**src/design/frr_ram.sv**
```systemverilog
// Generic simple dual-port RAM: one write port, one read port with
// registered read data that holds while no read is enabled. No dependencies.
module frr_ram #(
    parameter int WIDTH = 8,
    parameter int DEPTH = 256
) (
    input  logic                     aclk,
    input  logic                     we,
    input  logic [$clog2(DEPTH)-1:0] waddr,
    input  logic [WIDTH-1:0]         wdata,
    input  logic                     re,
    input  logic [$clog2(DEPTH)-1:0] raddr,
    output logic [WIDTH-1:0]         rdata
);

    logic [WIDTH-1:0] mem [DEPTH];
    logic [WIDTH-1:0] rdata_reg;

    always_ff @(posedge aclk) begin
        if (we) begin
            mem[waddr] <= wdata;
        end
        if (re) begin
            rdata_reg <= mem[raddr];
        end
    end

    assign rdata = rdata_reg;

endmodule

```
**config.mk**
```make
export PLATFORM = sky130hd
export DESIGN_NAME = frr_ram
export DESIGN_NICKNAME = d
export VERILOG_FILES = /design/src/design/frr_ram.sv
export SDC_FILE = /design/constraint.sdc
export NUM_CORES = 2
export LEC_CHECK = 0
export BUFFER_PORTS_ARGS = -buffer_cell sky130_fd_sc_hd__buf_2
export CAP_MARGIN = 20
export CORE_MARGIN = 5
export CORE_UTILIZATION = 50
export DETAILED_ROUTE_END_ITERATION = 12
export HOLD_SLACK_MARGIN = 0.02
export PLACE_DENSITY = 0.66
export RECOVER_POWER = 50
export REMOVE_ABC_BUFFERS = 1
export SYNTH_ARGS = -nofsm -noshare
export SYNTH_HDL_FRONTEND = slang
export SYNTH_SLANG_ARGS = --single-unit
```
**constraint.sdc**
```tcl
create_clock -name aclk -period 2.56 [get_ports aclk]
set_clock_uncertainty 0.1 [all_clocks]
set_input_delay 0.384 -clock aclk [delete_from_list [all_inputs] [get_ports aclk]]
set_output_delay 0.384 -clock aclk [all_outputs]
set_load 0.05 [all_outputs]
```
Yosys cells after proc, flatten, opt, wreduce, memory -nomap -nowiden
Memories as Yosys holds them, arrays and structs flattened. A register that Yosys moved wholly into a read port is not among the register bits.
Index checks and enable logic that the tools add are counted.
Storage, ports and cells
  register bits after elaboration: 0
  RAM bits: 2048
  input port bits: 27
  output and inout bits: 8
  word-level logic and storage cells: 3
  memories kept: 1
Memories
  mem: words 256, bits a word 8, read ports 1, clocked after memory_dff 1, wr ports 1, RTL line 16  | logic [WIDTH-1:0] mem [DEPTH];
Cells by class
  multiplexer cells: 2
Operator list (number)
  $mux W1: 2

Logic depth before layout (Yosys ltp)
  word-level depth: 2
  depth in mapped cells: 11
  gate-level depth less buffers: 6

Worst setup path after synthesis
No wires, ideal clock.
  path type: input to register
  start point: in raddr[0]
  end point: reg rdata_reg[2] (netlist: rdata[2]) (read register of mem), data pin
  setup time: 0.269 ns
  arrival: 2.191 ns
  required time: 2.191 ns
  path slack: 0.000 ns
  stages on the path: 9
  cell sequence: buf_6 -> buf_12 -> buf_8 -> buf_2 -> mux4_2 -> a22oi_1 -> a21oi_1 -> nor4_1 -> nor4_2
RTL lines
  from (decl): RTL line 12  | input logic [$clog2(DEPTH)-1:0] raddr,
  to (decl): RTL line 17  | logic [WIDTH-1:0] rdata_reg;

==> summary.txt <==
Status = finished, violations left
Failing checks = capacitance limit, slew limit
Post-synth top area cell = edfxtp_1
Vias = 41440
Cts bufs inserted = 200
Yosys cell types = 54
Overall power = 70.39 mW
Worst hold stages = 4
Post-Synth Adder-Cell Area = 0%
Worst-case reg-to-reg path depth = 7
Max-slew violations = 468
Clock transition at path regs = 0.06 ns
Clk sinks = 2056
XOR/XNOR Fraction of Synth Area = 0%
Max cap viols = 8
Longest Clk Path Bufs = 3
H-Tree Depth = 4
Largest family of logic cells by synthesized area = multiplexers
Finished Cell Area = 93780 um2
Number of flip-flops under the largest register name = 2048
Worst-margin pin slew = 2.011 ns
Register-to-Register Setup Slack = 0.02 ns
Remaining antenna violation count = 0
Post-synth EDFFs = 2056
TritonCTS clock tree = done
Clock root cell = clkbuf_16
WL final = 202.8 mm
Horiz. Die Dim = 409.1 um
Cell area after synthesis = 79640 um2
Vias in the first global route = 41770
Clk_lat worst skew = 0.85 ns
Fillcell total = 11160
Layout Cells excl Fill = 6728
Worst Setup Start Kind = flop
Largest net degree at the start of global routing = 97
Synth area leaders = edfxtp_1 (78%), mux4_2 (13%), mux2i_1 (1.7%)
First DRT Iteration DRCs = 5540
First-pass GRT wire length = 295.0 mm
Worst rel slew slack = -34.09%
Fin crit share = 99.41%
Sequential-to-total area share from yosys stat = 77.53%
Post-Synthesis Cells = 3733
Core area = 158400 um2
Initial Utilization = 50.28%
Static leakage = 30.28 nW
Via density = 6.159
Port Buffer Count = 34
GR peak layer = met2
Area delta synth->final = 17.76%
Crit path max fanout = 1
I/O pins = 35
Worst setup EP type = flop
Reg-to-reg critical path endpoint = rdata[2]$_DFFE_PP_
Final-report setup violation count = 0
Synth Warn # = 0
Routed wire per std cell = 30.14 um
GR Util met3 = 3.917%
Yosys top cell area share = 77.53%
Worst VDD drop = 831.8 uV
HP Start = waddr[1]
Placed Area = 87540 um2
Gr usage total = 24.26%
Fin. Hold Viols = 0
RSZ-0062 raised after global routing = true
Placed cell count = 6347
GRT met2 Usage = 38.49%
Max Clock Freq = 393.0 MHz
Synth Register Bits = 2056
Synth Area in Simple Gates = 2.625%
CP Class = reg -> reg
WP data arrival = 2.99 ns
Post-synth top flop = edfxtp_1
WHS = 0.1769 ns
Post-synthesis mux area share = 14.60%
Total global routing overflow = 0
Initial antenna violation count = 8
Nets@finish = 4513
Die Ht = 409.1 um
HP Class = in -> reg
Met1 usage = 35.43%
WP data required = 3.01 ns
Reg-to-Reg Start = mem[140][2]$_DFFE_PP_
Hold Crit Endpoint = mem[167][2]$_DFFE_PP_
Initial DRT Pass Iterations = 6
Layout cells sized above 1 = 30.88%
Rows = 146
Power Density = 750.6 nW/um2
Fraction of the mapped netlist area in compound gates = 3.416%
Residual DRC = 0
Avg Inst Size Synth = 21.33 um2
Period minus WS final = 2.545 ns
Global placement routability congestion = 0.8819
DIE AREA = 167400 um2
Async S/R FF share, synth = 0%
Final HPWL DP = 131.1 mm
[area by class of cell]
class	instances	area (um2)	area share [%]
flip-flops and latches	2056	61740	65.84
multi-input cells	1442	16650	17.76
repair buffers	784	6230	6.643
clock buffers	241	5201	5.546
well taps	2072	2592	2.765
clock inverters	129	1351	1.441
inverters	2	7.507	0.008005
diodes	2	5.005	0.005337
[critical path, cell delays in order, from the launching register on]
cell and delay, ns:
edfxtp_1 0.39, mux4_2 0.49, mux4_2 0.49, nor2_1 0.11
a2111oi_0 0.08, buf_4 0.15, nor3_2 0.34, nor4_2 0.10
[cells by family after synthesis]
family,Yosys count
flip-flops,2056
buffers and inverters,235
multiplexers,591
AO/OA/AOI/OAI,385
AND/OR/NAND/NOR,466
[worst max path at each step]
stage | startpoint | end | slack [ns]
2_1_floorplan | raddr[2] | rdata[6]$_DFFE_PP_ | -0.42
3_3_place_gp | raddr[0] | rdata[0]$_DFFE_PP_ | -1.32
3_5_place_dp | raddr[0] | rdata[1]$_DFFE_PP_ | -1.30
4_1_cts | mem[139][0]$_DFFE_PP_ | rdata[0]$_DFFE_PP_ | -0.0002
5_1_grt | raddr[0] | rdata[0]$_DFFE_PP_ | -0.05
6_report | mem[140][2]$_DFFE_PP_ | rdata[2]$_DFFE_PP_ | 0.02
[report_power, final]
group	switching (mW)	leakage (nW)	internal (mW)
registers	0.0454	18.5	37.1
logic	2.38	8.62	1.56
clock network	12.6	3.18	16.7
[routing by layer]
metal | vias up | share of wire (%) | wire length, um
met1 | 21750 | 40 | 80560
met5 | - | 0.0054 | 11
met2 | 2113 | 48 | 97450
met4 | 2 | 3.1 | 6194
li1 | 17220 | - | -
met3 | 355 | 9.2 | 18570
[layout by cell type, fill, tap and decap left out, types with 10 or more instances in the layout]
cell type and instances:
clkinv_2 31, a211oi_1 13, nor3_1 18, nand3_1 33, bufinv_16 21, o221ai_1 46
o21ai_0 10, a21oi_1 96, buf_12 59, o211ai_1 10, buf_4 570, clkinv_1 55
edfxtp_1 2056, a221oi_1 10, clkbuf_2 11, clkbuf_1 146, nand2_1 33, a22oi_1 133
nor4_1 17, nand4_1 10, nor2_1 279, buf_2 19, mux4_2 454, mux2i_1 134
clkbuf_16 203, o22ai_1 28, nor2b_1 28
[metrics by stage]
stage / worst slack, ns / setup TNS [ns] / util (%)
2_1_floorplan: -0.4171 / -3.036 / -
3_3_place_gp: -1.316 / -8.398 / 55.27
3_5_place_dp: -1.303 / -8.540 / 55.27
4_1_cts: -0.0002203 / -0.0002203 / 59.54
5_1_grt: -0.04918 / -0.5735 / 59.21
6_report: 0.01515 / 0 / 59.21
[synthesized netlist by cell type, drive strengths merged (12+ instances only)]
cell	number
buf	122
nor2b	31
clkbuf	111
a21oi	96
o22ai	28
o21ai	12
a211oi	16
nor3	22
nor2	282
nand3	34
edfxtp	2056
mux2i	134
nand2	33
a221oi	14
o221ai	47
a22oi	133
nor4	27
mux4	456
[repair_timing]
item | in CTS | in global routing
endpoints found under the hold margin | 400 | 0
buffers inserted | 0 | 0
resized for setup | 19 | 7
pin swaps | 4 | 3
setup endpoints to repair | 6 | 5
hold buffers | 8 | 0
gates cloned | 0 | 1
Note: power is estimated with default switching activity, not from simulation.
