## src/design/frr_pkg.sv

```systemverilog
// Shared constants, status codes and inter-module structs for the frame
// reassembly receiver. No dependencies.
package frr_pkg;

    localparam int FRAME_SLOTS = 16;
    localparam int SLOT_BYTES  = 256;

    localparam int SLOT_W    = (FRAME_SLOTS > 1) ? $clog2(FRAME_SLOTS) : 1;
    localparam int RS_W      = $clog2(FRAME_SLOTS + 1);
    localparam int CNT_W     = RS_W;
    localparam int OFF_W     = $clog2(SLOT_BYTES);
    localparam int LEN_W     = $clog2(SLOT_BYTES + 1);
    localparam int IDX_W     = 9;
    localparam int PAY_AW    = SLOT_W + 1 + OFF_W;
    localparam int PAY_DEPTH = 1 << PAY_AW;

    localparam logic [IDX_W-1:0] IDX_MAX   = '1;
    localparam logic [7:0]       CSUM_BASE = 8'hFF;

    typedef enum logic [3:0] {
        ST_TAKEN       = 4'd0,
        ST_FRAME_OK    = 4'd1,
        ST_ID_MISMATCH = 4'd2,
        ST_BAD_CSUM    = 4'd3,
        ST_BAD_LEN     = 4'd4,
        ST_SLOT_RANGE  = 4'd5,
        ST_MSG_BYTE    = 4'd6,
        ST_INCOMPLETE  = 4'd7,
        ST_EMPTY       = 4'd8
    } status_t;

    // Payload byte written to the staging bank of a slot
    typedef struct packed {
        logic              en;
        logic [SLOT_W-1:0] slot;
        logic [OFF_W-1:0]  off;
        logic [7:0]        data;
    } pay_wr_t;

    // Good frame: publish the staged bank and its length
    typedef struct packed {
        logic              en;
        logic [SLOT_W-1:0] slot;
        logic [LEN_W-1:0]  len;
        logic              set_count;
        logic [7:0]        count;
    } commit_t;

    typedef struct packed {
        status_t status;
        logic    is_data;
        logic    last;
        logic    complete;
    } result_t;

endpackage

```

## src/design/frr_out.sv

```systemverilog
// Result pipeline: one stage aligned with the payload RAM read, then an
// output register toward the result channel. Uses frr_pkg.
module frr_out (
    input  logic              aclk,
    input  logic              aresetn,
    input  logic              in_valid,
    input  frr_pkg::result_t  in_res,
    input  logic [7:0]        ram_rdata,
    output logic              in_ready,
    output logic              m_valid,
    input  logic              m_ready,
    output logic [3:0]        m_status,
    output logic [7:0]        m_data_byte,
    output logic              m_last_byte,
    output logic              m_message_complete
);
    import frr_pkg::*;

    logic    p1_valid_reg, p1_valid_next;
    result_t p1_res_reg;
    logic    out_valid_reg, out_valid_next;
    logic [3:0] out_status_reg;
    logic [7:0] out_data_reg;
    logic    out_last_reg;
    logic    out_complete_reg;
    logic    p1_move;

    // advance the RAM-aligned stage whenever the output slot frees up
    assign p1_move  = p1_valid_reg && (!out_valid_reg || m_ready);
    assign in_ready = !p1_valid_reg || p1_move;

    always_comb begin
        p1_valid_next  = p1_valid_reg;
        out_valid_next = out_valid_reg;
        if (in_valid) begin
            p1_valid_next = 1'b1;
        end else if (p1_move) begin
            p1_valid_next = 1'b0;
        end
        if (p1_move) begin
            out_valid_next = 1'b1;
        end else if (m_ready) begin
            out_valid_next = 1'b0;
        end
    end

    always_ff @(posedge aclk) begin
        if (!aresetn) begin
            p1_valid_reg  <= 1'b0;
            out_valid_reg <= 1'b0;
        end else begin
            p1_valid_reg  <= p1_valid_next;
            out_valid_reg <= out_valid_next;
        end
    end

    always_ff @(posedge aclk) begin
        if (in_valid) begin
            p1_res_reg <= in_res;
        end
        if (p1_move) begin
            out_status_reg   <= p1_res_reg.status;
            out_data_reg     <= p1_res_reg.is_data ? ram_rdata : 8'd0;
            out_last_reg     <= p1_res_reg.last;
            out_complete_reg <= p1_res_reg.complete;
        end
    end

    assign m_valid            = out_valid_reg;
    assign m_status           = out_status_reg;
    assign m_data_byte        = out_data_reg;
    assign m_last_byte        = out_last_reg;
    assign m_message_complete = out_complete_reg;

endmodule

```

## config.mk

```make
export PLATFORM = sky130hd
export DESIGN_NAME = frr_out
export DESIGN_NICKNAME = d
export VERILOG_FILES = /design/src/design/frr_pkg.sv /design/src/design/frr_out.sv
export SDC_FILE = /design/constraint.sdc
export NUM_CORES = 1
export LEC_CHECK = 0
export BUFFER_PORTS_ARGS = -buffer_cell sky130_fd_sc_hd__buf_2
export CAP_MARGIN = 30
export CORE_ASPECT_RATIO = 1.25
export CORE_MARGIN = 3
export CORE_UTILIZATION = 46
export CTS_BUF_LIST = sky130_fd_sc_hd__clkbuf_4 sky130_fd_sc_hd__clkbuf_8
export CTS_CLUSTER_DIAMETER = 100
export DETAILED_ROUTE_END_ITERATION = 10
export MAX_ROUTING_LAYER = met4
export PLACE_DENSITY = 0.84
export SLEW_MARGIN = 20
export SYNTH_ARGS = -nofsm -noshare
export SYNTH_HDL_FRONTEND = slang
export SYNTH_SLANG_ARGS = --single-unit
```

## constraint.sdc

```tcl
create_clock -name aclk -period 2.1 [get_ports aclk]
set_input_delay 0.105 -clock aclk [delete_from_list [all_inputs] [get_ports aclk]]
set_output_delay 0.105 -clock aclk [all_outputs]
set_load 0.005 [all_outputs]
```

# [After elaboration in Yosys (flattened, before gate mapping)]
# Cells that the tools add are included.
# W data, S select, Z words.
[totals] output_inout_bits=16 inputBits=19 regBits=23
[classes] mux=4 n_reduce_logical=7
[op_table] op="$mux W1" count=4
[op_table] op="$reduce_bool A2 Y1" count=2
[op_table] op="$logic_not A1 Y1" count=2
[op_table] op="$logic_or A1 B1 Y1" count=2
[op_table] op="$logic_and A1 B1 Y1" count=1

# [Logic depth before layout (Yosys ltp)]
[logic_depth] ltp_word=5 mapped_depth=2 mapped_depth_nobuf=2

# [Least setup slack after synthesis]
# OpenSTA, ideal clock, no wires.
[synth_path] path_kind="reg2reg" start="reg out_valid_reg (netlist: m_valid)" end="reg out_data_reg[0] (netlist: m_data_byte[0]), enable pin" synth_period_minus_slack_ns=1.517 path_stages_with_launch=3 arrival_ns=1.131 setup_slack_ns=0.583 path_cell_list="dfxtp_1 nor2b_2 nor2b_1"
[synth_via] elab_chain_len=3
[synth_lines] item="start, declared" line="frr_out.sv:21" rtl="logic out_valid_reg, out_valid_next;"
[synth_lines] item="start signal, assigned" line="frr_out.sv:53" rtl="out_valid_reg <= out_valid_next;"
[synth_lines] item="$logic_not A1 Y1" line="frr_out.sv:29" rtl="assign p1_move = p1_valid_reg && (!out_valid_reg || m_ready);"
[synth_lines] item="$logic_or A1 B1 Y1" line="frr_out.sv:29"
[synth_lines] item="$logic_and A1 B1 Y1" line="frr_out.sv:29"
[synth_lines] item="end signal, assigned" line="frr_out.sv:63" rtl="out_data_reg <= p1_res_reg.is_data ? ram_rdata : 8'd0;"
[synth_lines] item="end, declared" line="frr_out.sv:23" rtl="logic [7:0] out_data_reg;"
# Every way passes these cells.
# A chain may end at the register's enable or synchronous reset.

# [Worst setup path after layout]
[layout_path] start="reg out_valid_reg (netlist: m_valid)" end="out in_ready"
[layout_via] elab_chain_len=4
[layout_lines] item="$logic_not A1 Y1" line="frr_out.sv:29"
[layout_lines] item="$logic_or A1 B1 Y1" line="frr_out.sv:29"
[layout_lines] item="$logic_and A1 B1 Y1" line="frr_out.sv:29"
[layout_lines] item="$logic_or A1 B1 Y1" line="frr_out.sv:30" rtl="assign in_ready = !p1_valid_reg || p1_move;"
[layout_lines] item="end, declared" line="frr_out.sv:9" rtl="output logic in_ready,"
# Every way passes these cells.

==> metrics.cfg <==
[outcome]
status=finished clean

[sta]
worst_pin_slew_ps=178
rsz0062_at_grt=no
fin_tns_setup_ps=0
slew_headroom_pct=88.1
fin_crit_ps=1140
fin_ws_ps=959
finalSetupViolations=0
period_share_pct=54.3
clock_skew_ps=6.29
hold_viol_final=0
slew_viol_final=0
max_clock_freq_mhz=876

[clocking]
cts_tree=done
post-cts-setup-buffer-count=0
clk_latency_ps=290
path_clk_slew_ps=120
clk_path_buf_depth=2
cts.sinks=23
htree_levels=1
root_buffer=clkbuf_4
hold_buffers=7
cts_made_buffers=3
ctsResizeCount=0

[place]
place_ws_ps=1010
io_buffers=34
gp_congestion=0.632
dpl.cell_count=89

[synthesis]
yosys-top-cells-count=edfxtp_1, and2_1, dfxtp_1
syn_inst=37
netlist.area_leader.share_pct=82.8
synth-async-reset-ratio_pct=0
synth_flop_cell=edfxtp_1
post_synth.cell_area_avg_um2=20.6
ys_types=8
ys_warn_count=0
yosysMostFrequentCell=edfxtp_1
ys_seq_area_share_pct=88.0
syn_area_um2=762
synth.area.top_cells=edfxtp_1, and2_1, dfxtp_1
synth_nets=56
synth_edf_count=21
ys_seq_elements=23
synth_largest_area_cell=edfxtp_1

[route]
route.met2.wl_um=686
antenna_left=0
wl_mm=1.26
top_layer=met3
dr_wl_met3_um=122
vias_per_cell=4.53
route.detailed.wl_per_inst_um=12.6
drt-met1-wl_um=451
vias=453
initialDrtViolationCount=4
drtPass1Iterations=2
drcViolationCount=0

[layout]
fin_cells=100
layout-area-overhead-vs-synth_pct=39.2
nNetsFinal=103
diodes=0
largest_register_ffs=8
post-route-util_pct=72.5
drive_gt1_share_pct=48.2
n_fill_cell=96

[worst_setup_path]
path_cells=nor2b_2 -> nand2_1 -> buf_2
critPathSlowestCell=dfxtp_1
cp.required_ps=2000
path_class=flip-flop to primary output
crit_family=flip-flops
cp-end-kind=primary output
critPathMaxStageDelay_ps=340
cp-start-kind=flip-flop
path_buf_inv=1
worstPathArrival_ps=1040
crit_fanout=4

[floorplan]
start_util_pct=52.1
die_h_um=51.5
core_area_um2=1460
ios=35
die-area_um2=2180
row_count=15
die_w_um=42.4

[run]
drv_cap=0

[global_routing]
grt-ovfl-total=0
grt_max_degree=15
grt_pass1_vias=431
grt_pass1_wl_mm=1.92
antenna_found_initial=0
gr-usage-all-layers_pct=12.5

[hold_path]
hold_class=input port to flip-flop

[power_and_ir_drop]
leakage_nw=0.440
irDropWorstVdd_uv=595
power_density_nw_per_um2=764

layer usage:
layer  GRT usage (%)  vias to the layer above
met4            6.22                        0
met2            22.8                       26
met3            3.11                        0
met1            12.1                      196
met5               -                        -
li1                -                      231
area by class of cell:
cell class / instances / area [um2] / area share [%]
sequential: 23 / 671 / 63.2
tap: 17 / 21.3 / 2.00
timing repair buffer: 42 / 248 / 23.3
clock buffer: 4 / 30.0 / 2.83
multi-input combinational: 14 / 91.3 / 8.61
logic make-up (layout without fill, tap and decap cells):
logic type / count (synthesis) / count (layout) / synth area share (%)
flip-flops: 23 / 23 / 88.0
AND/OR/NAND/NOR: 12 / 12 / 9.85
AO/OA/AOI/OAI: 2 / 2 / 2.14
buffers and inverters: 0 / 46 / 0
stage by stage:
stage	hold WS [ps]	power, mW	area, um2
floorplan	204	0.567	762
global placement	282	0.603	961
detailed placement	283	0.608	961
CTS	36.2	0.816	1060
global route	47.1	0.842	1060
finish	42.3	0.810	1060
worst reg2reg max path: stages, from the launching register on:
cell and delay (ps):
dfxtp_1 330, nor2b_2 160, nor2b_1 100, buf_4 220
path summary, 6_finish.rpt:
check	from	end	slack [ps]	cells after the start
setup / recovery	m_valid$_SDFFE_PN0P_	in_ready	960	3
hold / removal	aresetn	m_valid$_SDFFE_PN0P_	40	2
setup reg to reg	m_valid$_SDFFE_PN0P_	m_status[3]$_DFFE_PP_	990	3
hold reg to reg	p1_res_reg[5]$_DFFE_PP_	m_status[2]$_DFFE_PP_	430	0
layout by cell type, fill, tap and decap left out:
master and count:
edfxtp_1 21, buf_4 1, nand2_1 1, dlygate4sd3_1 7
a22o_1 1, o21a_1 1, buf_2 34, clkbuf_4 4
nor2b_2 1, and2_1 9, dfxtp_1 2, nor2b_1 1
where the power goes:
group / leakage (nW) / switching, mW / internal [mW] / total, mW
registers: 0.218 / 0.00953 / 0.532 / 0.542
logic: 0.204 / 0.0256 / 0.0387 / 0.0643
clock network: 0.0184 / 0.117 / 0.0867 / 0.204
Power figures use the tool's default switching activity.
