`config.mk`:
```
export PLATFORM = sky130hd
export DESIGN_NAME = frr_parse
export DESIGN_NICKNAME = d
export VERILOG_FILES = /design/src/design/frr_pkg.sv /design/src/design/frr_parse.sv
export SDC_FILE = /design/constraint.sdc
export NUM_CORES = 1
export LEC_CHECK = 0
export BUFFER_PORTS_ARGS = -buffer_cell sky130_fd_sc_hd__buf_2
export CAP_MARGIN = 20
export CORE_MARGIN = 3
export CORE_UTILIZATION = 55
export DETAILED_ROUTE_END_ITERATION = 8
export GPL_ROUTABILITY_DRIVEN = 0
export PLACE_DENSITY = 0.8
export RECOVER_POWER = 25
export SYNTH_ARGS = -nofsm -noshare
export SYNTH_HDL_FRONTEND = slang
export SYNTH_SLANG_ARGS = --single-unit
```
`constraint.sdc`:
```
create_clock -name aclk -period 4 [get_ports aclk]
set_input_delay 0.2 -clock aclk [delete_from_list [all_inputs] [get_ports aclk]]
set_output_delay 0.2 -clock aclk [all_outputs]
set_load 0.05 [all_outputs]
```
`src/design/frr_pkg.sv`:
```
// Shared constants, status codes and inter-module structs for the frame
// reassembly receiver. No dependencies.
package frr_pkg;

    localparam int FRAME_SLOTS = 16;
    localparam int SLOT_BYTES  = 256;

    localparam int SLOT_W    = (FRAME_SLOTS > 1) ? $clog2(FRAME_SLOTS) : 1;
    localparam int RS_W      = $clog2(FRAME_SLOTS + 1);
    localparam int CNT_W     = RS_W;
    localparam int OFF_W     = $clog2(SLOT_BYTES);
    localparam int LEN_W     = $clog2(SLOT_BYTES + 1);
    localparam int IDX_W     = 9;
    localparam int PAY_AW    = SLOT_W + 1 + OFF_W;
    localparam int PAY_DEPTH = 1 << PAY_AW;

    localparam logic [IDX_W-1:0] IDX_MAX   = '1;
    localparam logic [7:0]       CSUM_BASE = 8'hFF;

    typedef enum logic [3:0] {
        ST_TAKEN       = 4'd0,
        ST_FRAME_OK    = 4'd1,
        ST_ID_MISMATCH = 4'd2,
        ST_BAD_CSUM    = 4'd3,
        ST_BAD_LEN     = 4'd4,
        ST_SLOT_RANGE  = 4'd5,
        ST_MSG_BYTE    = 4'd6,
        ST_INCOMPLETE  = 4'd7,
        ST_EMPTY       = 4'd8
    } status_t;

    // Payload byte written to the staging bank of a slot
    typedef struct packed {
        logic              en;
        logic [SLOT_W-1:0] slot;
        logic [OFF_W-1:0]  off;
        logic [7:0]        data;
    } pay_wr_t;

    // Good frame: publish the staged bank and its length
    typedef struct packed {
        logic              en;
        logic [SLOT_W-1:0] slot;
        logic [LEN_W-1:0]  len;
        logic              set_count;
        logic [7:0]        count;
    } commit_t;

    typedef struct packed {
        status_t status;
        logic    is_data;
        logic    last;
        logic    complete;
    } result_t;

endpackage

```
`src/design/frr_parse.sv`:
```
// Frame byte parser: id check, header capture, checksum and length checks,
// payload staging writes and the commit of good frames. Uses frr_pkg.
module frr_parse (
    input  logic              aclk,
    input  logic              aresetn,
    input  logic              take_byte,
    input  logic [7:0]        frame_byte,
    input  logic              end_of_frame,
    output frr_pkg::status_t  byte_status,
    output frr_pkg::commit_t  commit,
    output frr_pkg::pay_wr_t  pay_wr
);
    import frr_pkg::*;

    logic [7:0]       latched_id_reg, latched_id_next;
    logic [IDX_W-1:0] byte_index_reg, byte_index_next;
    logic [7:0]       running_sum_reg, running_sum_next;
    logic [7:0]       frame_num_reg, frame_num_next;
    logic [7:0]       pending_count_reg, pending_count_next;
    logic             id_failed_reg, id_failed_next;

    logic [IDX_W-1:0] hdr_len;
    logic [IDX_W-1:0] pay_off;
    logic             slot_ok;

    assign hdr_len = (frame_num_reg == 8'd0) ? IDX_W'(3) : IDX_W'(2);
    assign pay_off = byte_index_reg - hdr_len;
    assign slot_ok = {1'b0, frame_num_reg} < 9'(FRAME_SLOTS);

    always_comb begin
        latched_id_next    = latched_id_reg;
        byte_index_next    = byte_index_reg;
        running_sum_next   = running_sum_reg;
        frame_num_next     = frame_num_reg;
        pending_count_next = pending_count_reg;
        id_failed_next     = id_failed_reg;
        byte_status        = ST_TAKEN;
        commit             = '0;
        pay_wr             = '0;

        commit.slot      = frame_num_reg[SLOT_W-1:0];
        commit.len       = pay_off[LEN_W-1:0];
        commit.set_count = (frame_num_reg == 8'd0);
        commit.count     = pending_count_reg;

        if (take_byte && !end_of_frame) begin
            if (byte_index_reg == '0) begin
                if (latched_id_reg == 8'd0) begin
                    latched_id_next = frame_byte;
                end else if (latched_id_reg != frame_byte) begin
                    id_failed_next = 1'b1;
                end
            end else begin
                running_sum_next = running_sum_reg + frame_byte;
                if (byte_index_reg == IDX_W'(1)) begin
                    frame_num_next = frame_byte;
                end else if (byte_index_reg == IDX_W'(2) && frame_num_reg == 8'd0) begin
                    pending_count_next = frame_byte;
                end else if (pay_off < IDX_W'(SLOT_BYTES) && slot_ok) begin
                    // stage into the bank readers do not see
                    pay_wr.en   = 1'b1;
                    pay_wr.slot = frame_num_reg[SLOT_W-1:0];
                    pay_wr.off  = pay_off[OFF_W-1:0];
                    pay_wr.data = frame_byte;
                end
            end
            if (byte_index_reg != IDX_MAX) begin
                byte_index_next = byte_index_reg + IDX_W'(1);
            end
        end else if (take_byte) begin
            if (id_failed_reg) begin
                byte_status = ST_ID_MISMATCH;
            end else if (byte_index_reg < hdr_len || pay_off > IDX_W'(SLOT_BYTES)) begin
                byte_status = ST_BAD_LEN;
            end else if (CSUM_BASE - running_sum_reg != frame_byte) begin
                byte_status = ST_BAD_CSUM;
            end else if (!slot_ok) begin
                byte_status = ST_SLOT_RANGE;
            end else begin
                byte_status = ST_FRAME_OK;
                commit.en   = 1'b1;
            end
            byte_index_next    = '0;
            running_sum_next   = '0;
            frame_num_next     = '0;
            pending_count_next = '0;
            id_failed_next     = 1'b0;
        end
    end

    always_ff @(posedge aclk) begin
        if (!aresetn) begin
            latched_id_reg    <= '0;
            byte_index_reg    <= '0;
            running_sum_reg   <= '0;
            frame_num_reg     <= '0;
            pending_count_reg <= '0;
            id_failed_reg     <= 1'b0;
        end else begin
            latched_id_reg    <= latched_id_next;
            byte_index_reg    <= byte_index_next;
            running_sum_reg   <= running_sum_next;
            frame_num_reg     <= frame_num_next;
            pending_count_reg <= pending_count_next;
            id_failed_reg     <= id_failed_next;
        end
    end

endmodule

```
Word level (Yosys, flattened, before mapping)
Index checks and enable logic that the tools add are counted.
{"block": "totals", "register_bits": 42, "inputBits": 12, "elab_cells": 78}
{"block": "classes", "addsub": 4, "magnitude_cmp": 4, "n_eq_ne": 13, "n_mux": 36, "n_reduce_logical": 15}
{"cell": "2-to-1 mux 21 bit", "count": 5}
{"cell": "2-to-1 mux 8 bit", "count": 10}
{"cell": "2-to-1 mux 9 bit", "count": 3}
{"cell": "2-to-1 mux 3 bit", "count": 6}
{"cell": "logical NOT 8 bit", "count": 2}
{"cell": "!= test 8 bit", "count": 2}
{"cell": "2-to-1 mux 1 bit", "count": 12}
{"cell": "!= test 2 x 1 -> 1 bit, second input constant", "count": 5}
{"cell": "adder 9 x 1 -> 9 bit, second input constant", "count": 1}
{"cell": "== test 9 x 1 -> 1 bit, second input constant", "count": 1}
{"cell": "== test 9 x 2 -> 1 bit, second input constant", "count": 1}
{"cell": "> comparator 9 bit, second input constant", "count": 1}
{"cell": "logical NOT 9 bit", "count": 1}
{"cell": "< comparator 9 x 2 -> 1 bit", "count": 1}
{"cell": "< comparator 9 bit, second input constant", "count": 1}
{"cell": "!= test 9 bit, second input constant", "count": 1}
{"cell": "subtractor 9 x 2 -> 9 bit", "count": 1}
{"cell": "adder 8 bit", "count": 1}
{"cell": "< comparator 8 x 5 -> 1 bit, second input constant", "count": 1}
{"cell": "AND reduction 4 bit", "count": 2}
{"cell": "subtractor 8 bit, first input constant", "count": 1}
{"cell": "!= test 2 bit, second input constant", "count": 3}
{"cell": "AND reduction 3 bit", "count": 2}
{"cell": "AND reduction 2 bit", "count": 2}
{"cell": "4 further kinds", "count": 6}

Depth between registers and ports, before layout
{"block": "logic_depth", "depth_word": 10, "mapped_depth": 13}

Worst setup path after synthesis
Ideal clock, no wire load.
{"block": "synth_path", "kind": "reg-to-output", "startpoint": "register frame_num_reg[7]", "endpoint": "output byte_status[0]", "t_arrival_ns": 4.438, "path_slack_ns": -0.638, "stages_incl_launch_ff": 12, "n_path_buf": 1, "path_cell_list": "dfxtp_1 nor4_2 and2_1 ha_1 inv_1 ha_1 clkbuf_1 nor3_1 xor2_1 nor3_1 a41oi_1 nor4_1"}
{"item": "start, declared", "line_no": "frr_parse.sv:18", "text": "logic [7:0] frame_num_reg, frame_num_next;"}
{"item": "start signal, assigned", "line_no": "frr_parse.sv:103", "text": "frame_num_reg <= frame_num_next;"}
{"item": "end, declared", "line_no": "frr_parse.sv:9", "text": "output frr_pkg::status_t byte_status,"}

Worst setup path in the final report
{"block": "layout_path", "startpoint": "register frame_num_reg[0]", "endpoint": "output byte_status[0]"}
{"block": "layout_via", "elab_chain_len": 9, "elab_cells_between_ends": 10, "classes_between": "1 x add/sub; 2 x order compare; 5 x mux; 2 x reduce/logical"}
{"item": "logical NOT 8 bit (*)", "line_no": "frr_parse.sv:26", "text": "assign hdr_len = (frame_num_reg == 8'd0) ? IDX_W'(3) : IDX_W'(2);"}
{"item": "2-to-1 mux 1 bit (*)", "line_no": "frr_parse.sv:26"}
{"item": "subtractor 9 x 2 -> 9 bit", "line_no": "frr_parse.sv:27", "text": "assign pay_off = byte_index_reg - hdr_len;"}
{"item": "> comparator 9 bit", "line_no": "frr_parse.sv:73", "text": "end else if (byte_index_reg < hdr_len || pay_off > IDX_W'(SLOT_BYTES)) begin"}
{"item": "logical OR 1 bit (*)", "line_no": "frr_parse.sv:73"}
{"item": "2-to-1 mux 3 bit (*)", "line_no": "frr_parse.sv:73"}
{"item": "2-to-1 mux 3 bit (*)", "line_no": "frr_parse.sv:71", "text": "if (id_failed_reg) begin"}
{"item": "2-to-1 mux 3 bit (*)", "line_no": "frr_parse.sv:70", "text": "end else if (take_byte) begin"}
{"item": "2-to-1 mux 3 bit (*)", "line_no": "frr_parse.sv:46", "text": "if (take_byte && !end_of_frame) begin"}
Every way passes the cells marked *; elsewhere a longest branch is shown, timed or not.

==> impl_metrics.toml <==
[synth]
ys_types = 60
synth_adder_area_share = 0.0694
synth_mux_area_frac = 0.0720
synth_flop_cell = "dfxtp_1"
ys_warn_count = 0
ys_seq_elements = 42
yosys.area_share.simple = 0.290
synth_edf_count = 0
synth_xor_area_frac = 0.0654
synthTopCellsByCount = "dfxtp_1 (42), nor2_1 (37), nand2_1 (33), mux2i_1 (18), a21oi_1 (17)"
synth_compound_area_frac = 0.142
synth_top_area_cell = "dfxtp_1"
synthesis.nets = 368
synthMostInstantiatedCell = "dfxtp_1"
yosys-top-cells-area = "dfxtp_1 (30%), mux2i_1 (6.4%), ha_1 (6.2%)"
synthesis.area_sq_mm = 0.00281
postSynthAreaPerCell_sq_um = 8.25
synth_top_family_by_area = "simple AND/OR/NAND/NOR gates"
seq_area_frac_synth = 0.299
syn_inst = 341
synth-async-reset-ratio = 0
synth_top_area_frac = 0.299

[floorplan]
dieArea_sq_mm = 0.00601
core_sq_mm = 0.00485
num_rows = 25
start_util = 0.580
io_pins = 60
die_x_microns = 77.5
dieHeight_microns = 77.5

[detailed_routing]
first_pass_iters = 7
ant_nets = 0
drc = 0
wl_microns = 6870
routedWlPerCell_microns = 15.2
drtIter0Drc = 136
num_vias = 2572
drt-vias-per-instance = 5.68

[final_layout]
drive_above_1_share = 0.218
largest_reg_flops = 9
finalNetCount = 412
insertedDiodeCount = 0
syn2layout_area_growth_pct = 12.8

[worst_setup_path]
required_ns = 3.80
end_kind = "output pin"
reg2reg_depth = 5
worstPathArrival_ns = 3.45
critical_path.reg2reg.startpoint = "byte_index_reg[3]"
worstSetupPathType = "register to output pin"
critPathLaunch = "frame_num_reg[0]"
critPathCapture = "byte_status[0]"
start_kind = "register"
path_max_fanout = 8
r2r_slack_ns = 1.69
rr_endpoint = "pending_count_reg[1]"

[global_route]
grt_pass1_vias = 2362
grt_first_pass_wirelength_microns = 11200
grt_max_degree = 33
grt-ovfl-total = 0
grt_antenna_before_repair = 0
track_usage = 0.226

[run]
cap_violations = 0

[cts]
cts_buffer_depth = 2
cts_setup_buffers = 0
clkLatencyLatePin_ns = 0.30
htreeDepth = 2
postCtsHoldBufs = 0
clockRootBuffer = "clkbuf_8"
cts_tree = "yes"
cts_buffers = 5
cts_resized = 0
clkSinkCount = 42
path_clk_slew_ns = 0.08

[sta]
tightest_slew_ns = 1.03
setup_viol_count_final = 0
min_period_over_period = 0.912
rsz0062_at_grt = "no"
hold_violations = 0
layout_setup_ws_ns = 0.352
fmax_ghz = 0.274
relSlewSlack = 0.310
finalCriticalPeriod_ns = 3.65
drv_slew = 0
finClkSkew_ns = 0.00699

[power_and_ir_drop]
p_per_area_mw_per_mm2 = 281
pwr-share-comb = 0.188
p_int_uw = 607
p_switching_uw = 285
switching_share = 0.320
p_total_uw = 893
power_frac_clock = 0.318
share_seq_of_total_power = 0.493
leakage_nw = 1.36
ir_worst_vdd_mv = 0.214

[min_path]
hold_class = "primary input to register"

[place]
port_buffers = 58
dp_hpwl_microns = 5030
dp_slack_ns = 0.717

[status]
outcome = "finished, final reports clean"
[through the flow]
step / area (sq um) / util / instances / TNS, ns / hold WS, ns
2_1_floorplan: 2830 / - / 341 / -0.111 / 0.341
3_3_place_gp: 3100 / 0.639 / 445 / 0 / 0.440
3_5_place_dp: 3100 / 0.639 / 445 / 0 / 0.450
4_1_cts: 3190 / 0.658 / 453 / 0 / 0.218
5_1_grt: 3170 / 0.654 / 453 / 0 / 0.244
6_report: 3170 / 0.654 / 453 / 0 / 0.212
[layer usage]
layer	share of wire	up-vias	global-route usage
met4	0.0076	0	0.0587
met3	0.062	6	0.0383
met1	0.45	1206	0.299
li1	-	1276	-
met2	0.48	84	0.382
met5	0	-	0
[worst min path at each step]
| stage | slack [ns] | endpoint | cells after the start | from |
|---|---|---|---|---|
| 2_1_floorplan | 0.34 | latched_id_reg[0] | 2 | frame_byte[0] |
| 3_5_place_dp | 0.45 | pending_count_reg[2] | 2 | pending_count_reg[2] |
| 3_3_place_gp | 0.44 | pending_count_reg[0] | 2 | pending_count_reg[0] |
| 6_report | 0.21 | latched_id_reg[4] | 3 | frame_byte[4] |
| 5_1_grt | 0.24 | latched_id_reg[4] | 3 | frame_byte[4] |
| 4_1_cts | 0.22 | latched_id_reg[4] | 3 | frame_byte[4] |
[final cells by class]
class / instances / area, sq um
clock buffers: 5 / 68.8
clock inverters: 3 / 25.0
fillers: 412 / 1680
inverters: 12 / 47.5
multi-input cells: 264 / 1820
flip-flops and latches: 42 / 841
well taps: 67 / 83.8
repair buffers: 60 / 288
[power groups by stage]
stage          registers [mW]  clock network (mW)  logic [mW]
4_1_cts                 0.440               0.288       0.169
2_1_floorplan           0.453                   0       0.124
3_5_place_dp            0.450                   0       0.167
6_report                0.440               0.284       0.168
5_1_grt                 0.442               0.305       0.181
3_3_place_gp            0.449                   0       0.166
[kinds of logic (layout without fill, tap and decap cells)]
logic type,Yosys count,in the layout
multiplexers,20,20
AO/OA/AOI/OAI,57,57
buffers and inverters,35,80
AND/OR/NAND/NOR,150,150
flip-flops,42,42
adder cells (fa/ha/maj),15,15
XOR/XNOR,21,21
other,1,1
[worst max-delay path, stage by stage, from the launching register on]
cell and delay, ns:
dfxtp_1 0.34, nor4_1 0.52, and2_1 0.23, ha_1 0.21
inv_1 0.06, ha_1 0.28, nor4b_1 0.30, a22oi_1 0.13
o22ai_1 0.23, a41oi_1 0.27, nor4_2 0.26, buf_2 0.32
[cells in the final DEF (no fill, tap or decap), types with 3 or more instances in the layout]
cell      instances
a21o_1            3
a21oi_1          17
a22oi_1           6
a31oi_1           3
a32oi_1           3
and2_1           15
and2_2            3
and2_4            9
and3_1            3
and4b_1           3
buf_2            44
clkbuf_1         14
clkbuf_8          5
dfxtp_1          42
ha_1             14
inv_1            11
mux2i_1          18
nand2_1          33
nand3_1           7
nand4_1           4
nor2_1           37
nor2b_1           4
nor3_1            7
nor4_1            5
nor4_2            3
o21ai_0           6
or3_1             3
xnor2_1           8
xor2_1           13
Note: power is estimated with default switching activity, not from simulation.
