[config.mk]
export PLATFORM = sky130hd
export DESIGN_NAME = frr_slots
export DESIGN_NICKNAME = d
export VERILOG_FILES = /design/src/design/frr_pkg.sv /design/src/design/frr_slots.sv
export SDC_FILE = /design/constraint.sdc
export NUM_CORES = 1
export LEC_CHECK = 0
export BUFFER_PORTS_ARGS = -buffer_cell sky130_fd_sc_hd__buf_2
export CAP_MARGIN = 20
export CORE_MARGIN = 2
export CORE_UTILIZATION = 50
export CTS_CLUSTER_DIAMETER = 80
export DETAILED_ROUTE_END_ITERATION = 10
export PLACE_DENSITY = 0.67
export RECOVER_POWER = 50
export SYNTH_ARGS = -nofsm -noshare
export SYNTH_HDL_FRONTEND = slang
export SYNTH_SLANG_ARGS = --single-unit
[constraint.sdc]
create_clock -name aclk -period 13.1 [get_ports aclk]
set_input_delay 2.62 -clock aclk [delete_from_list [all_inputs] [get_ports aclk]]
set_output_delay 2.62 -clock aclk [all_outputs]
set_load 0.03 [all_outputs]
[src/design/frr_pkg.sv]
// Shared constants, status codes and inter-module structs for the frame
// reassembly receiver. No dependencies.
package frr_pkg;

    localparam int FRAME_SLOTS = 16;
    localparam int SLOT_BYTES  = 256;

    localparam int SLOT_W    = (FRAME_SLOTS > 1) ? $clog2(FRAME_SLOTS) : 1;
    localparam int RS_W      = $clog2(FRAME_SLOTS + 1);
    localparam int CNT_W     = RS_W;
    localparam int OFF_W     = $clog2(SLOT_BYTES);
    localparam int LEN_W     = $clog2(SLOT_BYTES + 1);
    localparam int IDX_W     = 9;
    localparam int PAY_AW    = SLOT_W + 1 + OFF_W;
    localparam int PAY_DEPTH = 1 << PAY_AW;

    localparam logic [IDX_W-1:0] IDX_MAX   = '1;
    localparam logic [7:0]       CSUM_BASE = 8'hFF;

    typedef enum logic [3:0] {
        ST_TAKEN       = 4'd0,
        ST_FRAME_OK    = 4'd1,
        ST_ID_MISMATCH = 4'd2,
        ST_BAD_CSUM    = 4'd3,
        ST_BAD_LEN     = 4'd4,
        ST_SLOT_RANGE  = 4'd5,
        ST_MSG_BYTE    = 4'd6,
        ST_INCOMPLETE  = 4'd7,
        ST_EMPTY       = 4'd8
    } status_t;

    // Payload byte written to the staging bank of a slot
    typedef struct packed {
        logic              en;
        logic [SLOT_W-1:0] slot;
        logic [OFF_W-1:0]  off;
        logic [7:0]        data;
    } pay_wr_t;

    // Good frame: publish the staged bank and its length
    typedef struct packed {
        logic              en;
        logic [SLOT_W-1:0] slot;
        logic [LEN_W-1:0]  len;
        logic              set_count;
        logic [7:0]        count;
    } commit_t;

    typedef struct packed {
        status_t status;
        logic    is_data;
        logic    last;
        logic    complete;
    } result_t;

endpackage

[src/design/frr_slots.sv]
// Slot table and read pointer: valid/bank/length per slot, frame count,
// next-slot priority search and payload RAM addressing. Uses frr_pkg.
module frr_slots (
    input  logic                      aclk,
    input  logic                      aresetn,
    input  logic                      take_read,
    input  frr_pkg::commit_t          commit,
    input  frr_pkg::pay_wr_t          pay_wr,
    output logic                      ram_we,
    output logic [frr_pkg::PAY_AW-1:0] ram_waddr,
    output logic [7:0]                ram_wdata,
    output logic                      ram_re,
    output logic [frr_pkg::PAY_AW-1:0] ram_raddr,
    output frr_pkg::status_t          rd_status,
    output logic                      rd_is_data,
    output logic                      rd_last,
    output logic                      complete_next
);
    import frr_pkg::*;

    logic [FRAME_SLOTS-1:0] valid_reg, valid_next;
    logic [FRAME_SLOTS-1:0] bank_reg, bank_next;
    logic [LEN_W-1:0]       len_reg [FRAME_SLOTS];
    logic [7:0]             expected_reg, expected_next;
    logic [CNT_W-1:0]       valid_cnt_reg, valid_cnt_next;
    logic [RS_W-1:0]        read_slot_reg, read_slot_next;
    logic [OFF_W-1:0]       read_off_reg, read_off_next;

    logic [FRAME_SLOTS-1:0] nonempty;
    logic [FRAME_SLOTS-1:0] multi;
    logic [FRAME_SLOTS-1:0] cand;
    logic [FRAME_SLOTS-1:0] later;
    logic                   complete_now;
    logic                   rs_in;
    logic [SLOT_W-1:0]      rs_idx;
    logic                   start_hit;
    logic                   found;
    logic [SLOT_W-1:0]      hit_slot;
    logic                   hit_is_start;
    logic [OFF_W-1:0]       off_used;
    logic                   stay;

    assign complete_now = (expected_reg != 8'd0) &&
                          (10'(expected_reg) == 10'(valid_cnt_reg));
    assign rs_in        = read_slot_reg < RS_W'(FRAME_SLOTS);
    assign rs_idx       = read_slot_reg[SLOT_W-1:0];
    assign start_hit    = rs_in && valid_reg[rs_idx] &&
                          (len_reg[rs_idx] > LEN_W'(read_off_reg));

    always_comb begin
        for (int s = 0; s < FRAME_SLOTS; s++) begin
            nonempty[s] = valid_reg[s] && (len_reg[s] != '0);
            multi[s]    = valid_reg[s] && (len_reg[s] > LEN_W'(1));
            if (RS_W'(s) == read_slot_reg) begin
                cand[s] = start_hit;
            end else begin
                cand[s] = (RS_W'(s) > read_slot_reg) && nonempty[s];
            end
        end
    end

    // lowest candidate slot at or after the read pointer
    always_comb begin
        found    = 1'b0;
        hit_slot = '0;
        for (int s = FRAME_SLOTS - 1; s >= 0; s--) begin
            if (cand[s]) begin
                found    = 1'b1;
                hit_slot = SLOT_W'(s);
            end
        end
    end

    always_comb begin
        for (int s = 0; s < FRAME_SLOTS; s++) begin
            later[s] = nonempty[s] && (SLOT_W'(s) > hit_slot);
        end
    end

    assign hit_is_start = RS_W'(hit_slot) == read_slot_reg;
    assign off_used     = hit_is_start ? read_off_reg : '0;
    assign stay         = hit_is_start ?
                          (LEN_W'(read_off_reg) + LEN_W'(1) < len_reg[rs_idx]) :
                          multi[hit_slot];

    assign ram_we    = pay_wr.en;
    assign ram_waddr = {pay_wr.slot, ~bank_reg[pay_wr.slot], pay_wr.off};
    assign ram_wdata = pay_wr.data;

    always_comb begin
        valid_next     = valid_reg;
        bank_next      = bank_reg;
        expected_next  = expected_reg;
        valid_cnt_next = valid_cnt_reg;
        read_slot_next = read_slot_reg;
        read_off_next  = read_off_reg;
        ram_re         = 1'b0;
        ram_raddr      = {hit_slot, bank_reg[hit_slot], off_used};
        rd_status      = ST_INCOMPLETE;
        rd_is_data     = 1'b0;
        rd_last        = 1'b0;

        if (commit.en) begin
            valid_next[commit.slot] = 1'b1;
            bank_next[commit.slot]  = ~bank_reg[commit.slot];
            if (!valid_reg[commit.slot]) begin
                valid_cnt_next = valid_cnt_reg + CNT_W'(1);
            end
            if (commit.set_count) begin
                expected_next = commit.count;
            end
        end

        if (take_read && complete_now) begin
            if (found) begin
                ram_re     = 1'b1;
                rd_status  = ST_MSG_BYTE;
                rd_is_data = 1'b1;
                if (stay) begin
                    read_slot_next = RS_W'(hit_slot);
                    read_off_next  = off_used + OFF_W'(1);
                end else begin
                    read_slot_next = RS_W'(hit_slot) + RS_W'(1);
                    read_off_next  = '0;
                    rd_last        = ~|later;
                end
            end else begin
                rd_status = ST_EMPTY;
                rd_last   = 1'b1;
            end
            // drop the message after its final byte, or on a read that finds no byte
            if (rd_last) begin
                valid_next     = '0;
                valid_cnt_next = '0;
                read_slot_next = '0;
                read_off_next  = '0;
            end
        end

        complete_next = (expected_next != 8'd0) &&
                        (10'(expected_next) == 10'(valid_cnt_next));
    end

    always_ff @(posedge aclk) begin
        if (!aresetn) begin
            valid_reg     <= '0;
            bank_reg      <= '0;
            expected_reg  <= '0;
            valid_cnt_reg <= '0;
            read_slot_reg <= '0;
            read_off_reg  <= '0;
        end else begin
            valid_reg     <= valid_next;
            bank_reg      <= bank_next;
            expected_reg  <= expected_next;
            valid_cnt_reg <= valid_cnt_next;
            read_slot_reg <= read_slot_next;
            read_off_reg  <= read_off_next;
        end
    end

    always_ff @(posedge aclk) begin
        if (commit.en) begin
            len_reg[commit.slot] <= commit.len;
        end
    end

endmodule

Word level (Yosys, flattened, before mapping) --
Memory sizes are Yosys's and may differ from the RTL's. A register that Yosys moved wholly into a read port is not among the register bits. Cells that the tools add are included.
Storage, ports and cells: RAM bits 144, bits of input ports 47, register bits after elaboration 58, output and inout bits 43, memories kept 1
Memory list:
- len_reg | depth 16, bits a word 9, read ports 17, clocked after memory_dff 1, wr ports 1, line frr_slots.sv:23 | logic [LEN_W-1:0] len_reg [FRAME_SLOTS];
Operators by class: reductions and logical operators 93, order comparisons 56, add/sub/neg operators 4, equal/unequal tests 18, bitwise operators 3, multiplexer cells 92
Operator list (count):
- > comparator 9 x 1 -> 1 bit, second input constant | 16
- nonzero test 9 bit | 16
- two-way mux 4 bit | 20
- logical AND 1 bit | 70
- two-way mux 1 bit | 48
- two-way mux 16 bit | 3
- two-way mux 8 bit | 6
- == test 4 x 5 -> 1 bit, first input constant | 8
- > comparator 4 x 5 -> 1 bit, first input constant | 8
- two-way mux 5 bit | 7
- > comparator 4 bit, first input constant | 8
- binary-select mux 1 bit (select 4 bit) | 6
- == test 3 x 5 -> 1 bit, first input constant | 4
- > comparator 3 x 5 -> 1 bit, first input constant | 4
- less-than comparator 4 x 5 -> 1 bit, second input constant | 4
- bitwise mux 16 bit | 1
- == test 8 x 5 -> 1 bit | 2
- > comparator 3 x 4 -> 1 bit, first input constant | 4
- bitwise OR 16 bit | 1
- nonzero test 8 bit | 2
- OR reduction 16 bit | 1
- == test 2 x 5 -> 1 bit, first input constant | 2
- > comparator 1 x 5 -> 1 bit, first input constant | 2
- > comparator 2 x 5 -> 1 bit, first input constant | 2
- 18 further kinds | 21

Longest topological paths before layout --
depth in word-level cells 32, depth in mapped cells 31, mapped depth without buffers 24

Least setup slack after synthesis --
Ideal clock, no wire load.
kind register -> output, start register with a tool-made name, end output complete_next, setup slack 3.837 ns, stages on the path, launching flop included 28, required time 10.480 ns, data arrival time 6.643 ns, cells stage by stage dfxtp_1 buf_4 buf_1 mux4_2 mux4_2 ha_1 and3_1 or3b_2 o211ai_1 a2111oi_4 nand3_1 a221oi_1 o2111a_1 o21ba_1 buf_6 inv_4 buf_6 ha_1 or2_2 o22a_1 o2111ai_1 a221o_1 a31o_1 nor3b_2 and2b_1 a221oi_1 o2bb2ai_1 o211a_1
RTL lines:
- to (decl) | line frr_slots.sv:17 | output logic complete_next

==> impl_results.md <==
- CP peak stage delay: 0.99 ns
- Antenna cells: 0
- Worst slack at placement: 2.777 ns
- Endpoints failing hold: 0
- Total track usage: 26.45%
- CTS tree: done
- Reg2reg setup slack: 5.02 ns
- Die height: 153.6 um
- Top cell type's share of synthesized area: 38.66%
- Fin crit period: 10.88 ns
- Pwr/cell area: 126.8 nW/um2
- Placer's final routability congestion estimate: 0.9190
- Post-synth ARST share: 0%
- Clk slew on worst S/H paths: 0.06 ns
- Global routing's busiest layer: met2
- Clk Tree Root Cell: clkbuf_16
- Post-route clock skew: 0.01395 ns
- Critical-path top delay cell: a2111oi_4
- Worst-Skew Late Latency: 0.53 ns
- Synth Area in Compound Gates: 14.59%
- H-tree Lvls: 1
- Global-route met1 utilization: 38.83%
- Total power: 1.565 mW
- Avg Inst Size Synth: 12.27 um2
- WS Path Type: flip-flop to output port
- Initial antenna violation count: 0
- Core area: 21890 um2
- Post-Route Setup TNS: 0 ns
- Simple-gate portion of the synthesized area: 12.21%
- Hold WC Path Type: flip-flop to flip-flop
- XOR/XNOR Fraction of Synth Area: 1.331%
- RSZ-0062 raised after global routing: no
- P&R area growth vs syn: 10.37%
- Maximum number of pins on one net before global-route repair: 42
- Largest cells by area after synthesis: edfxtp_1 (39%), mux4_2 (12%), dfxtp_1 (11%)
- Primary FF master, synth: edfxtp_1
- Worst-path fanout max: 36
- Cells after Synth: 912
- First-pass GRT wire length: 47920 um
- Detailed Place HPWL: 22990 um
- Max reg flops: 144
- Routed WL: 31230 um
- Port Buffers: 55
- Max-Cap Viols: 1
- Chip width: 153.6 um
- IO Count: 90
- Vias: 8179
- Setup WS post-layout: 2.223 ns
- Synthesis Warnings: 0
- Post-route cell area: 12350 um2
- 1st-pass router iterations: 5
- Iteration-0 DRC Markers: 911
- Slew HR: -21.74%
- Hold Worst Slack: 0.4755 ns
- Worst vdd rail ir drop: 0.1384 mV
- CTS buffer count: 24
- Vias per cell: 6.559
- Largest family of logic cells by synthesized area: multiplexers
- Failing checks: max-capacitance violations, max-slew violations
- Critical Path AT: 8.26 ns
- Die area: 23580 um2
- Crit path required time: 10.48 ns
- Grt met2 use: 39.81%
- Crit. End Element: output port
- Clock sink total: 206
- Residual DRC count: 0
- Deepest clock path buffer count: 3
- Post-CTS setup buffer count: 0
- Drt wl/cell: 25.04 um
- Yosys top cell by area: edfxtp_1
- FMAX: 91.94 MHz
- Crit start category: flip-flop
- Seq/Total Area, Yosys: 49.75%
- Initial Utilization: 51.10%
- Syn Nets: 982
- Cell Area, Synth: 11190 um2
- Status: finished with violations
- Number of synthesized flops with an enable pin: 144
- Fin nets: 1019
- Pins Over Slew Limit: 42
- Row Count: 54
- Post-synthesis register bit count: 206
- Adder-Cell Fraction of Synth Area: 2.662%
- Cell Area, Placed: 11610 um2
- Worst-margin pin slew: 1.826 ns
- Antenna-violating nets left: 0
- Setup violations, final: 0
- Total global routing overflow: 0
- Leak Pwr: 4.459 nW
- Post-cts gate resize count: 0
- Unique masters post-synth: 86
- Mux contribution to synthesized area: 14.73%
- Global routing usage on met3: 5.073%
- Period utilisation layout: 83.03%
- CTS Hold Bufs: 0
- Layout cells sized above 1: 19.44%
- Number of global-route vias before repair: 7929
## through the flow
step | instances | utilization (%)
floorplan | 912 | -
global route | 1247 | 56.40
CTS | 1246 | 56.53
global placement | 1198 | 52.87
finish | 1247 | 56.40
detailed placement | 1202 | 53.05
## critical path: cells and delay by family, from the launching register on
family / cells / cell delay, ns
simple gates: 5 / 0.97
buf+inv: 3 / 0.89
mux: 2 / 1.10
flops: 1 / 0.31
fa+ha+maj: 2 / 0.57
compound gates: 13 / 3.85
## where the power goes
part / total [mW] / internal, mW / switching, mW
logic: 0.194 / 0.0691 / 0.125
clock network: 0.648 / 0.380 / 0.268
registers: 0.723 / 0.711 / 0.0123
total: 1.57 / 1.16 / 0.405
## cells in the mapped netlist (13+ instances only)
| cell | n |
|---|---|
| nor3_1 | 20 |
| ha_1 | 23 |
| o211a_1 | 19 |
| dfxtp_1 | 62 |
| edfxtp_1 | 144 |
| mux4_2 | 61 |
| buf_4 | 27 |
| mux2i_1 | 18 |
| clkbuf_1 | 22 |
| o21a_1 | 27 |
| nor4_1 | 23 |
| and2_1 | 13 |
| nor2_1 | 38 |
| o21ai_0 | 38 |
| inv_1 | 36 |
| nor2b_1 | 18 |
| nand2_1 | 68 |
| nand3_1 | 22 |
| or4_1 | 15 |
| a21oi_1 | 20 |
## cell usage in the layout (no fill, tap or decap), drive strengths merged, types with 6 or more instances in the layout
| cell type | n |
|---|---|
| edfxtp | 144 |
| nand2 | 70 |
| dfxtp | 62 |
| mux4 | 61 |
| buf | 59 |
| clkbuf | 48 |
| o21ai | 42 |
| inv | 40 |
| nor2 | 39 |
| o21a | 27 |
| ha | 23 |
| nand3 | 23 |
| nor4 | 23 |
| a21oi | 21 |
| o211a | 20 |
| nor3 | 20 |
| mux2i | 18 |
| nor2b | 18 |
| or4 | 15 |
| and2 | 13 |
| xnor2 | 12 |
| a21boi | 12 |
| a31oi | 11 |
| nand4 | 9 |
| and3 | 9 |
| o31ai | 8 |
| clkinv | 8 |
| mux2 | 8 |
| nand2b | 7 |
| a211oi | 7 |
| a221oi | 6 |
| or2 | 6 |
## area by class of cell
type	count	area, um2
well taps	280	350.3
repair buffers	75	400.4
inverters	39	151.4
clock inverters	12	132.6
clock buffers	32	630.6
flip-flops and latches	206	5567
multi-input cells	603	5114
fillers	1869	9545
## per-layer routing
| layer | vias to the layer above | part of all wire [%] |
|---|---|---|
| met3 | 74 | 9.0 |
| met1 | 4050 | 43 |
| li1 | 3652 | - |
| met2 | 403 | 45 |
| met4 | 0 | 3.5 |
| met5 | - | 0 |
## logic make-up (layout without fill, tap and decap cells)
kind of cell / Yosys count / after routing
xor gates and xnor gates: 17 / 17
and+or+nand+nor: 262 / 262
DFF: 206 / 206
AOI/OAI and AO/OA: 213 / 213
adders and majority gates: 24 / 24
muxes: 87 / 87
buffers and inverters: 103 / 158
## path summary, 6_finish.rpt
kind,from,to,cells past startpoint
max,flip-flop,complete_next,25
min,expected_reg[6]$_SDFF_PN0_,expected_reg[6]$_SDFF_PN0_,2
max reg2reg,flip-flop,valid_reg[6]$_SDFF_PN0_,24
min reg2reg,expected_reg[6]$_SDFF_PN0_,expected_reg[6]$_SDFF_PN0_,2
Note: power is estimated with default switching activity, not from simulation.
